--- src/bqc_pkg.sv ---
package bqc_pkg;

	localparam int SAMPLE_W   = 16;
	localparam int COEF_W     = 24;
	localparam int COEF_FRAC  = 22;
	localparam int STATE_FRAC = 8;
	localparam int STATE_W    = SAMPLE_W + STATE_FRAC;
	localparam int PROD_W     = COEF_W + STATE_W;
	// five products, the middle one doubled, plus headroom
	localparam int ACC_W      = PROD_W + 4;
	localparam int REG_IDX_W  = 3;

	// configuration register indexes
	localparam logic [REG_IDX_W-1:0] REG_LP_B0 = 3'd0;
	localparam logic [REG_IDX_W-1:0] REG_LP_A1 = 3'd1;
	localparam logic [REG_IDX_W-1:0] REG_LP_A2 = 3'd2;
	localparam logic [REG_IDX_W-1:0] REG_HP_B0 = 3'd3;
	localparam logic [REG_IDX_W-1:0] REG_HP_A1 = 3'd4;
	localparam logic [REG_IDX_W-1:0] REG_HP_A2 = 3'd5;

	typedef logic signed [SAMPLE_W-1:0] sample_t;
	typedef logic signed [COEF_W-1:0]   coef_t;
	typedef logic signed [STATE_W-1:0]  state_t;
	typedef logic signed [PROD_W-1:0]   prod_t;
	typedef logic signed [ACC_W-1:0]    acc_t;

	localparam coef_t RST_LP_B0 = 24'sd60398;
	localparam coef_t RST_LP_A1 = -24'sd6849298;
	localparam coef_t RST_LP_A2 = 24'sd2896586;
	localparam coef_t RST_HP_B0 = 24'sd4142714;
	localparam coef_t RST_HP_A1 = -24'sd8285009;
	localparam coef_t RST_HP_A2 = 24'sd4091963;

	localparam acc_t ACC_HALF   = acc_t'(2 ** (COEF_FRAC - 1));
	localparam acc_t ACC_ST_MAX = acc_t'(2 ** (STATE_W - 1) - 1);
	localparam acc_t ACC_ST_MIN = ~ACC_ST_MAX;

	localparam logic signed [STATE_W:0] OUT_HALF   = (STATE_W + 1)'(2 ** (STATE_FRAC - 1));
	localparam logic signed [STATE_W:0] OUT_SA_MAX = (STATE_W + 1)'(2 ** (SAMPLE_W - 1) - 1);
	localparam logic signed [STATE_W:0] OUT_SA_MIN = ~OUT_SA_MAX;

	typedef enum logic [1:0] {
		OP_ADD,
		OP_ADD2,
		OP_SUB,
		OP_SUB2
	} mac_op_t;

	typedef struct packed {
		logic    issue;
		logic    first;
		mac_op_t op;
	} mac_ctl_t;

	typedef struct packed {
		coef_t lp_b0;
		coef_t lp_a1;
		coef_t lp_a2;
		coef_t hp_b0;
		coef_t hp_a1;
		coef_t hp_a2;
	} coef_set_t;

	typedef struct packed {
		state_t value;
		logic   hit;
	} state_res_t;

	typedef struct packed {
		sample_t value;
		logic    hit;
	} sample_res_t;

	function automatic state_t scale_sample(sample_t x);
		state_t s;
		s = state_t'(x) <<< STATE_FRAC;
		return s;
	endfunction

	// floor shift of the section sum, then clamp to the state width
	function automatic state_res_t round_state(acc_t a);
		acc_t       s;
		state_res_t r;
		s = a >>> COEF_FRAC;
		if (s > ACC_ST_MAX) begin
			r.value = ACC_ST_MAX[STATE_W-1:0];
			r.hit   = 1'b1;
		end else if (s < ACC_ST_MIN) begin
			r.value = ACC_ST_MIN[STATE_W-1:0];
			r.hit   = 1'b1;
		end else begin
			r.value = s[STATE_W-1:0];
			r.hit   = 1'b0;
		end
		return r;
	endfunction

	// round half up from state format to a sample, then clamp
	function automatic sample_res_t to_sample(state_t s);
		logic signed [STATE_W:0] t;
		sample_res_t             r;
		t = ((STATE_W + 1)'(s) + OUT_HALF) >>> STATE_FRAC;
		if (t > OUT_SA_MAX) begin
			r.value = OUT_SA_MAX[SAMPLE_W-1:0];
			r.hit   = 1'b1;
		end else if (t < OUT_SA_MIN) begin
			r.value = OUT_SA_MIN[SAMPLE_W-1:0];
			r.hit   = 1'b1;
		end else begin
			r.value = t[SAMPLE_W-1:0];
			r.hit   = 1'b0;
		end
		return r;
	endfunction

endpackage

--- src/bqc_if.sv ---
interface bqc_in_if;
	logic              valid;
	logic              ready;
	bqc_pkg::sample_t  sample;
	modport source (output valid, output sample, input ready);
	modport sink (input valid, input sample, output ready);
endinterface

interface bqc_out_if;
	logic              valid;
	logic              ready;
	bqc_pkg::sample_t  filtered;
	bqc_pkg::sample_t  lowpass_value;
	logic              clipped;
	modport source (output valid, output filtered, output lowpass_value, output clipped,
		input ready);
	modport sink (input valid, input filtered, input lowpass_value, input clipped,
		output ready);
endinterface

interface bqc_cfg_if;
	logic                               valid;
	logic                               ready;
	logic [bqc_pkg::REG_IDX_W-1:0]      index;
	logic [bqc_pkg::COEF_W-1:0]         data;
	modport source (output valid, output index, output data, input ready);
	modport sink (input valid, input index, input data, output ready);
endinterface

--- src/bqc_regs.sv ---
module bqc_regs (
	input  logic                clk,
	input  logic                arst_n,
	bqc_cfg_if.sink             cfg,
	output bqc_pkg::coef_set_t  coefs
);
	import bqc_pkg::*;

	coef_set_t coefs_q;

	assign cfg.ready = 1'b1;
	assign coefs     = coefs_q;

	always_ff @(posedge clk or negedge arst_n) begin
		if (!arst_n) begin
			coefs_q.lp_b0 <= RST_LP_B0;
			coefs_q.lp_a1 <= RST_LP_A1;
			coefs_q.lp_a2 <= RST_LP_A2;
			coefs_q.hp_b0 <= RST_HP_B0;
			coefs_q.hp_a1 <= RST_HP_A1;
			coefs_q.hp_a2 <= RST_HP_A2;
		end else if (cfg.valid) begin
			case (cfg.index)
				REG_LP_B0: coefs_q.lp_b0 <= coef_t'(cfg.data);
				REG_LP_A1: coefs_q.lp_a1 <= coef_t'(cfg.data);
				REG_LP_A2: coefs_q.lp_a2 <= coef_t'(cfg.data);
				REG_HP_B0: coefs_q.hp_b0 <= coef_t'(cfg.data);
				REG_HP_A1: coefs_q.hp_a1 <= coef_t'(cfg.data);
				REG_HP_A2: coefs_q.hp_a2 <= coef_t'(cfg.data);
				default: begin
					// unmapped index: drop the write
				end
			endcase
		end
	end

endmodule

--- src/bqc_mac.sv ---
module bqc_mac (
	input  logic               clk,
	input  logic               arst_n,
	input  bqc_pkg::mac_ctl_t  ctl,
	input  bqc_pkg::coef_t     coef,
	input  bqc_pkg::state_t    data,
	output bqc_pkg::acc_t      acc
);
	import bqc_pkg::*;

	prod_t    prod_s1;
	mac_ctl_t ctl_s1;
	acc_t     acc_q;
	acc_t     ext;
	acc_t     term;

	always_ff @(posedge clk or negedge arst_n) begin
		if (!arst_n) begin
			ctl_s1 <= '0;
		end else begin
			ctl_s1 <= ctl;
		end
	end

	always_ff @(posedge clk) begin
		prod_s1 <= coef * data;
	end

	always_comb begin
		ext = acc_t'(prod_s1);
		case (ctl_s1.op)
			OP_ADD:  term = ext;
			OP_ADD2: term = ext <<< 1;
			OP_SUB:  term = -ext;
			OP_SUB2: term = -(ext <<< 1);
			default: term = ext;
		endcase
	end

	// first term of a section seeds the rounding offset
	always_ff @(posedge clk) begin
		if (ctl_s1.issue) begin
			acc_q <= (ctl_s1.first ? ACC_HALF : acc_q) + term;
		end
	end

	assign acc = acc_q;

endmodule

--- src/biquad_lowpass_highpass_cascade.sv ---
// An accepted sample runs through the product steps, the section captures and the
// write step before its result is valid; ten products go through one shared
// 24x24 multiplier, one per cycle, and the sample port is closed while they run.
// A finished result is held in an output register, so a new sample is taken while it waits.
// Reset (arst_n low, asynchronous): history cleared to zero, coefficients to defaults.
module biquad_lowpass_highpass_cascade (
	input  logic   clk,
	input  logic   arst_n,
	bqc_in_if.sink      samples,
	bqc_out_if.source   results,
	bqc_cfg_if.sink     cfg
);
	import bqc_pkg::*;

	localparam int STEP_W = 4;

	// low-pass terms, then high-pass terms; the high-pass current input goes last
	// because it waits for the low-pass result
	localparam logic [STEP_W-1:0] STEP_LP_X0  = 4'd0;
	localparam logic [STEP_W-1:0] STEP_LP_X1  = 4'd1;
	localparam logic [STEP_W-1:0] STEP_LP_X2  = 4'd2;
	localparam logic [STEP_W-1:0] STEP_LP_Y1  = 4'd3;
	localparam logic [STEP_W-1:0] STEP_LP_Y2  = 4'd4;
	localparam logic [STEP_W-1:0] STEP_HP_X1  = 4'd5;
	localparam logic [STEP_W-1:0] STEP_HP_X2  = 4'd6;
	localparam logic [STEP_W-1:0] STEP_HP_Y1  = 4'd7;
	localparam logic [STEP_W-1:0] STEP_HP_Y2  = 4'd8;
	localparam logic [STEP_W-1:0] STEP_HP_X0  = 4'd9;
	localparam logic [STEP_W-1:0] STEP_HP_ACC = 4'd10;
	localparam logic [STEP_W-1:0] STEP_HP_END = 4'd11;
	localparam logic [STEP_W-1:0] STEP_WRITE  = 4'd12;
	// low-pass sum is complete once its last issue passes the product and accumulator registers
	localparam logic [STEP_W-1:0] STEP_LP_END = STEP_HP_X2;

	coef_set_t         coefs;
	mac_ctl_t          mac_ctl;
	coef_t             mac_coef;
	state_t            mac_data;
	acc_t              acc;
	state_res_t        sect;
	sample_res_t       hp_smp;
	sample_res_t       lp_smp;

	logic              busy_q;
	logic [STEP_W-1:0] step_q;
	sample_t           x_q;
	sample_t           xd1_q;
	sample_t           xd2_q;
	state_t            lpd1_q;
	state_t            lpd2_q;
	state_t            hpd1_q;
	state_t            hpd2_q;
	state_t            lp_q;
	state_t            hp_q;
	logic              hp_hit_q;

	logic              out_valid_q;
	sample_t           filtered_q;
	sample_t           lowpass_q;
	logic              clipped_q;

	logic              in_beat;
	logic              out_free;
	logic              write_now;

	bqc_regs u_regs (
		.clk    (clk),
		.arst_n (arst_n),
		.cfg    (cfg),
		.coefs  (coefs)
	);

	bqc_mac u_mac (
		.clk    (clk),
		.arst_n (arst_n),
		.ctl    (mac_ctl),
		.coef   (mac_coef),
		.data   (mac_data),
		.acc    (acc)
	);

	assign samples.ready = !busy_q;
	assign in_beat       = samples.valid && !busy_q;
	assign out_free      = !out_valid_q || results.ready;
	assign write_now     = busy_q && (step_q == STEP_WRITE) && out_free;

	assign sect   = round_state(acc);
	assign hp_smp = to_sample(hp_q);
	assign lp_smp = to_sample(lp_q);

	// Operand select for the shared multiplier: one product per step up to STEP_HP_X0.
	always_comb begin
		mac_ctl  = '0;
		mac_coef = coefs.lp_b0;
		mac_data = scale_sample(x_q);
		if (busy_q) begin
			case (step_q)
				STEP_LP_X0: begin
					mac_ctl  = '{issue: 1'b1, first: 1'b1, op: OP_ADD};
					mac_coef = coefs.lp_b0;
					mac_data = scale_sample(x_q);
				end
				STEP_LP_X1: begin
					mac_ctl  = '{issue: 1'b1, first: 1'b0, op: OP_ADD2};
					mac_coef = coefs.lp_b0;
					mac_data = scale_sample(xd1_q);
				end
				STEP_LP_X2: begin
					mac_ctl  = '{issue: 1'b1, first: 1'b0, op: OP_ADD};
					mac_coef = coefs.lp_b0;
					mac_data = scale_sample(xd2_q);
				end
				STEP_LP_Y1: begin
					mac_ctl  = '{issue: 1'b1, first: 1'b0, op: OP_SUB};
					mac_coef = coefs.lp_a1;
					mac_data = lpd1_q;
				end
				STEP_LP_Y2: begin
					mac_ctl  = '{issue: 1'b1, first: 1'b0, op: OP_SUB};
					mac_coef = coefs.lp_a2;
					mac_data = lpd2_q;
				end
				STEP_HP_X1: begin
					// opens the high-pass sum; lands the same edge the low-pass sum is taken
					mac_ctl  = '{issue: 1'b1, first: 1'b1, op: OP_SUB2};
					mac_coef = coefs.hp_b0;
					mac_data = lpd1_q;
				end
				STEP_HP_X2: begin
					mac_ctl  = '{issue: 1'b1, first: 1'b0, op: OP_ADD};
					mac_coef = coefs.hp_b0;
					mac_data = lpd2_q;
				end
				STEP_HP_Y1: begin
					mac_ctl  = '{issue: 1'b1, first: 1'b0, op: OP_SUB};
					mac_coef = coefs.hp_a1;
					mac_data = hpd1_q;
				end
				STEP_HP_Y2: begin
					mac_ctl  = '{issue: 1'b1, first: 1'b0, op: OP_SUB};
					mac_coef = coefs.hp_a2;
					mac_data = hpd2_q;
				end
				STEP_HP_X0: begin
					mac_ctl  = '{issue: 1'b1, first: 1'b0, op: OP_ADD};
					mac_coef = coefs.hp_b0;
					mac_data = lp_q;
				end
				default: begin
					mac_ctl = '0;
				end
			endcase
		end
	end

	// Sequencer: step through the products, capture section results, then write out.
	always_ff @(posedge clk or negedge arst_n) begin
		if (!arst_n) begin
			busy_q   <= 1'b0;
			step_q   <= STEP_LP_X0;
			xd1_q    <= '0;
			xd2_q    <= '0;
			lpd1_q   <= '0;
			lpd2_q   <= '0;
			hpd1_q   <= '0;
			hpd2_q   <= '0;
		end else if (!busy_q) begin
			if (in_beat) begin
				busy_q <= 1'b1;
				step_q <= STEP_LP_X0;
			end
		end else if (step_q == STEP_WRITE) begin
			// hold until the output register is free, then advance the history
			if (out_free) begin
				busy_q <= 1'b0;
				xd2_q  <= xd1_q;
				xd1_q  <= x_q;
				lpd2_q <= lpd1_q;
				lpd1_q <= lp_q;
				hpd2_q <= hpd1_q;
				hpd1_q <= hp_q;
			end
		end else begin
			step_q <= step_q + 1'b1;
		end
	end

	always_ff @(posedge clk) begin
		if (in_beat) begin
			x_q <= samples.sample;
		end
		if (busy_q && step_q == STEP_LP_END) begin
			lp_q <= sect.value;
		end
		if (busy_q && step_q == STEP_HP_END) begin
			hp_q     <= sect.value;
			hp_hit_q <= sect.hit;
		end
	end

	// Output register: load on write, drop on a taken beat.
	always_ff @(posedge clk or negedge arst_n) begin
		if (!arst_n) begin
			out_valid_q <= 1'b0;
		end else if (write_now) begin
			out_valid_q <= 1'b1;
		end else if (results.ready) begin
			out_valid_q <= 1'b0;
		end
	end

	always_ff @(posedge clk) begin
		if (write_now) begin
			filtered_q <= hp_smp.value;
			lowpass_q  <= lp_smp.value;
			clipped_q  <= hp_hit_q | hp_smp.hit;
		end
	end

	assign results.valid         = out_valid_q;
	assign results.filtered      = filtered_q;
	assign results.lowpass_value = lowpass_q;
	assign results.clipped       = clipped_q;

	// An accepted sample starts the sequence at the first low-pass product.
	a_start: assert property (@(posedge clk) disable iff (!arst_n)
		in_beat |=> (busy_q && step_q == STEP_LP_X0))
		else $error("sample beat did not start the sequence");

	// A result appears only from the write step.
	a_result_src: assert property (@(posedge clk) disable iff (!arst_n)
		$rose(out_valid_q) |-> $past(busy_q && step_q == STEP_WRITE))
		else $error("result valid without a write step");

	// The step counter never runs past the write step.
	a_step_range: assert property (@(posedge clk) disable iff (!arst_n)
		busy_q |-> (step_q <= STEP_WRITE))
		else $error("step counter out of range");

	// Leaving the busy phase always writes the output register.
	a_done_writes: assert property (@(posedge clk) disable iff (!arst_n)
		$fell(busy_q) |-> out_valid_q)
		else $error("sequence ended without a result");

endmodule
--- src/flat_wrapper.sv ---
// flat-port wrapper written by rule: the top's interface ports become plain ports
module biquad_lowpass_highpass_cascade_flat import bqc_pkg::*;
  (clk, arst_n, samples_valid, samples_sample, samples_ready, results_valid, results_filtered, results_lowpass_value, results_clipped, results_ready, cfg_valid, cfg_index, cfg_data, cfg_ready);
  bqc_in_if samples_i ();
  bqc_out_if results_i ();
  bqc_cfg_if cfg_i ();
  input  logic clk;
  input  logic arst_n;
  input wire logic [$bits(samples_i.valid)-1:0] samples_valid;
  input wire logic [$bits(samples_i.sample)-1:0] samples_sample;
  output wire logic [$bits(samples_i.ready)-1:0] samples_ready;
  output wire logic [$bits(results_i.valid)-1:0] results_valid;
  output wire logic [$bits(results_i.filtered)-1:0] results_filtered;
  output wire logic [$bits(results_i.lowpass_value)-1:0] results_lowpass_value;
  output wire logic [$bits(results_i.clipped)-1:0] results_clipped;
  input wire logic [$bits(results_i.ready)-1:0] results_ready;
  input wire logic [$bits(cfg_i.valid)-1:0] cfg_valid;
  input wire logic [$bits(cfg_i.index)-1:0] cfg_index;
  input wire logic [$bits(cfg_i.data)-1:0] cfg_data;
  output wire logic [$bits(cfg_i.ready)-1:0] cfg_ready;
  assign samples_i.valid = samples_valid;
  assign samples_i.sample = samples_sample;
  assign samples_ready = samples_i.ready;
  assign results_valid = results_i.valid;
  assign results_filtered = results_i.filtered;
  assign results_lowpass_value = results_i.lowpass_value;
  assign results_clipped = results_i.clipped;
  assign results_i.ready = results_ready;
  assign cfg_i.valid = cfg_valid;
  assign cfg_i.index = cfg_index;
  assign cfg_i.data = cfg_data;
  assign cfg_ready = cfg_i.ready;
  biquad_lowpass_highpass_cascade u_core (.clk(clk), .arst_n(arst_n), .samples(samples_i), .results(results_i), .cfg(cfg_i));
endmodule
--- config.mk ---
export PLATFORM = sky130hd
export DESIGN_NAME = biquad_lowpass_highpass_cascade_flat
export DESIGN_NICKNAME = d
export VERILOG_FILES = /design/src/bqc_pkg.sv /design/src/bqc_if.sv /design/src/bqc_regs.sv /design/src/bqc_mac.sv /design/src/biquad_lowpass_highpass_cascade.sv /design/src/flat_wrapper.sv
export SDC_FILE = /design/constraint.sdc
export NUM_CORES = 2
export LEC_CHECK = 0
export BUFFER_PORTS_ARGS = -buffer_cell sky130_fd_sc_hd__buf_2
export CAP_MARGIN = 20
export CORE_ASPECT_RATIO = 0.9
export CORE_MARGIN = 2
export CORE_UTILIZATION = 31
export DETAILED_ROUTE_END_ITERATION = 6
export SLEW_MARGIN = 30
export SYNTH_ARGS = -nofsm -noshare
export SYNTH_HDL_FRONTEND = slang
export SYNTH_SLANG_ARGS = --single-unit
--- constraint.sdc ---
create_clock -name clk -period 13.55 [get_ports clk]
set_input_delay 0.6775 -clock clk [delete_from_list [all_inputs] [get_ports clk]]
set_output_delay 0.6775 -clock clk [all_outputs]
set_load 0.02 [all_outputs]
==> run metrics <==
Slew @ Worst Pin 1.05 ns; total number of vias 33.1k; Util after Layout 0.342; xor and xnor area share after synthesis 0.0249; First-pass DRT Iterations 6; ANT nets after route 0; Rows around 130; Synth Area in Compound Gates 0.102; setup TNS 0 ns; hold crit path type primary input to asynchronous set/reset pin; RSZ-0062 raised after global routing no; WS Path Type flip-flop to flip-flop; CP required 14.07 ns; Synth area leaders fa_1, dfrtp_1, edfxtp_1; GP Congestion 0.883; CTS H-tree lvls 2; Post-Syn Instances 4615; slowest CP cell a31oi_4; maxcap violations 0; Worst-path clk slew 0.07 ns; starting density of the core 0.311; Syn Nets 5463; I/O pin cnt 84; simple-gate share of the synthesized area 0.124; fraction of synthesized area in multiplexers 0.0782; hold_buf cts 0; FF-to-FF path depth 29; gr ovfl total 0; setup slack, reg-to-reg 3.62 ns; DR WL/cell about 19 um; GRT Total Usage 0.169; final setup vio count 0; status completed; largest net degree at the start of global routing approximately 160; Synth-to-Final Area Change 9.95%; CTS resizes 0; Seq/Total Area, Yosys 0.274; Yosys top cell area share 0.265; Core ar. approximately 150000 um^2; post-synth top area cell fa_1; Top FF cell, synth dfrtp_1; total setup buffers inserted after CTS 0; Mapped Area 46000 um^2; adder-cell share of the synthesized area 0.317; r2r startpoint u_core.step_q[3]; crit-path max cell delay roughly 0.77 ns; largest family of logic cells by synthesized area adder cells; Max clock buf depth 3; Final Max Slew Viols 0; antenna violations before repair 3; first-pass GRT wire length 201000 um; count of cell types in the netlist 95; clock latency on the worst-skew pair ~0.63 ns; Tcrit/Tclk final 0.733; EDFF count, synth 150; achievable frequency 0.101 GHz; syn_area_per_cell 9.97 um^2; Fin. Hold Viols 0; Arrival @ worst endpoint 10.45 ns; DR DRC count 0; IO buf count 82; antenna fix cells 0; post-route cell area 50600 um^2; fraction of layout instances using a drive strength above 1 0.146; yosys warns 0; cell mode on critical path fa_1; routed wire length 126000 um; CTS tree built; Die Width 410 um; Root Driver clkbuf_16; Num CTS Buffers 52; vias per cell about 5; CP Launch Type flip-flop; async set-reset flop share out of synthesis 0.588; Slew Limit Headroom 0.298; Sink Count 480; die area about 150000 um^2; CP Capture Type flip-flop; area post-placement 48800 um^2; Iter 0 DRT Violations 2705; vias in the first global route between 30k and 40k; skew final around 0.031 ns; worst hold slack 0.0402 ns; die span in y around 370 um; Synth Register Bits 480; Post-layout nets 5435; crit path max fanout 25; Final Critical Period between 9 and 10 ns; DPL Wire Length 95600 um; FF-to-FF End u_core.u_mac.prod_s1[45]; number of fill cells 14.8k
==> critical path: cells and delay by family (launching register included) <==
| kind | cells | cell delay, ns |
|---|---|---|
| AOI/OAI and AO/OA | 11 | 3.25 |
| DFF | 1 | 0.63 |
| and+or+nand+nor | 4 | 1.10 |
| buffers and inverters | 6 | 0.76 |
| adders and majority gates | 8 | 4.05 |
==> cells in the final DEF, fill, tap and decap left out, types with 63 or more instances in the layout <==
cell	instances
dfstp_2	77
ha_1	192
o21a_1	70
o21ai_0	93
fa_1	608
a22oi_1	102
xnor2_1	88
inv_1	730
edfxtp_1	150
buf_2	81
and2_1	76
dfrtp_1	202
nand2_1	583
a21o_1	63
nor2_1	220
nor2b_1	83
mux2_2	279
a21oi_1	139
==> layer usage <==
metal  part of all wire  GRT usage
met1               0.46      0.249
met2               0.44      0.258
met3              0.076     0.0279
met4              0.023     0.0387
met5                  0          0
==> Yosys cell counts (all sizes together) (5+ instances only) <==
| library cell | instances |
|---|---|
| and2 | 78 |
| mux2 | 280 |
| nor2b | 84 |
| dfrtp | 205 |
| mux2i | 22 |
| a221oi | 10 |
| xnor2 | 88 |
| clkbuf | 206 |
| nor3 | 40 |
| nor2 | 224 |
| nand4 | 22 |
| or4 | 6 |
| nor3b | 5 |
| and3 | 38 |
| a222oi | 16 |
| and4 | 6 |
| edfxtp | 150 |
| o21bai | 15 |
| nor4 | 16 |
| nand2 | 585 |
| dfxtp | 48 |
| a21oi | 142 |
| buf | 22 |
| mux4 | 10 |
| o22ai | 7 |
| o21a | 70 |
| or2 | 17 |
| a22oi | 102 |
| o21ai | 138 |
| o31ai | 6 |
| inv | 730 |
| o211ai | 22 |
| a21o | 63 |
| xor2 | 43 |
| or3 | 19 |
| fa | 608 |
| nand2b | 18 |
| a31oi | 33 |
| a211oi | 23 |
| dfstp | 77 |
| nand3 | 58 |
| ha | 192 |
==> cell families (layout without fill, tap and decap cells) <==
logic type | Yosys count | count (layout)
buffers and inverters | 958 | 974
other | 1 | 1
and+or+nand+nor | 1228 | 1228
adders and majority gates | 800 | 800
xor gates and xnor gates | 131 | 131
DFF | 480 | 480
muxes | 312 | 312
AOI/OAI and AO/OA | 705 | 705
==> state kept, by name (all words and copies together), names as in the netlist <==
signal / count
u_core.u_mac.ctl_s1: 4
u_core.results.clipped: 1
u_core.u_mac.acc: 52
u_core.hpd1_q: 24
u_core.hpd2_q: 24
u_core.hp_q: 24
u_core.results.lowpass_value: 16
u_core.step_q: 4
u_core.u_mac.prod_s1: 48
u_core.u_regs.coefs: 144
u_core.xd2_q: 16
u_core.lpd1_q: 24
u_core.results.filtered: 16
u_core.results.valid: 1
u_core.hp_hit_q: 1
u_core.lp_q: 24
u_core.xd1_q: 16
u_core.x_q: 16
u_core.lpd2_q: 24
u_core.busy_q: 1
==> worst max path at each step <==
stage | start | slack [ns] | to
after floorplan | u_core.step_q[0] | 4.55 | u_core.u_mac.prod_s1[47]
after global placement | u_core.step_q[2] | 3.65 | u_core.u_mac.prod_s1[47]
after detailed placement | u_core.step_q[1] | 3.67 | u_core.u_mac.prod_s1[47]
after CTS | u_core.step_q[3] | 3.63 | u_core.u_mac.prod_s1[47]
after global routing | u_core.step_q[3] | 2.93 | u_core.u_mac.prod_s1[46]
final | u_core.step_q[3] | 3.62 | u_core.u_mac.prod_s1[45]
==> layout make-up <==
| type | count | area [um^2] | share of cell area |
|---|---|---|---|
| clock inverter | 29 | 297 | 0.00586 |
| tap | 1972 | 2470 | 0.0488 |
| sequential | 480 | 12600 | 0.250 |
| inverter | 730 | 2740 | 0.0542 |
| multi-input combinational | 3177 | 30100 | 0.594 |
| clock buffer | 69 | 1470 | 0.0290 |
| timing repair buffer | 146 | 917 | 0.0181 |
==> metrics by stage <==
step / std cells / setup WS (ns)
2_1_floorplan: 4615 / 4.55
3_3_place_gp: 6505 / 3.65
3_5_place_dp: 6505 / 3.67
4_1_cts: 6603 / 3.63
5_1_grt: 6603 / 2.93
6_report: 6603 / 3.62
Power is left out: the tool's default activity adds up to more than one toggle a clock period on the data nets, which glitch-free logic cannot reach.
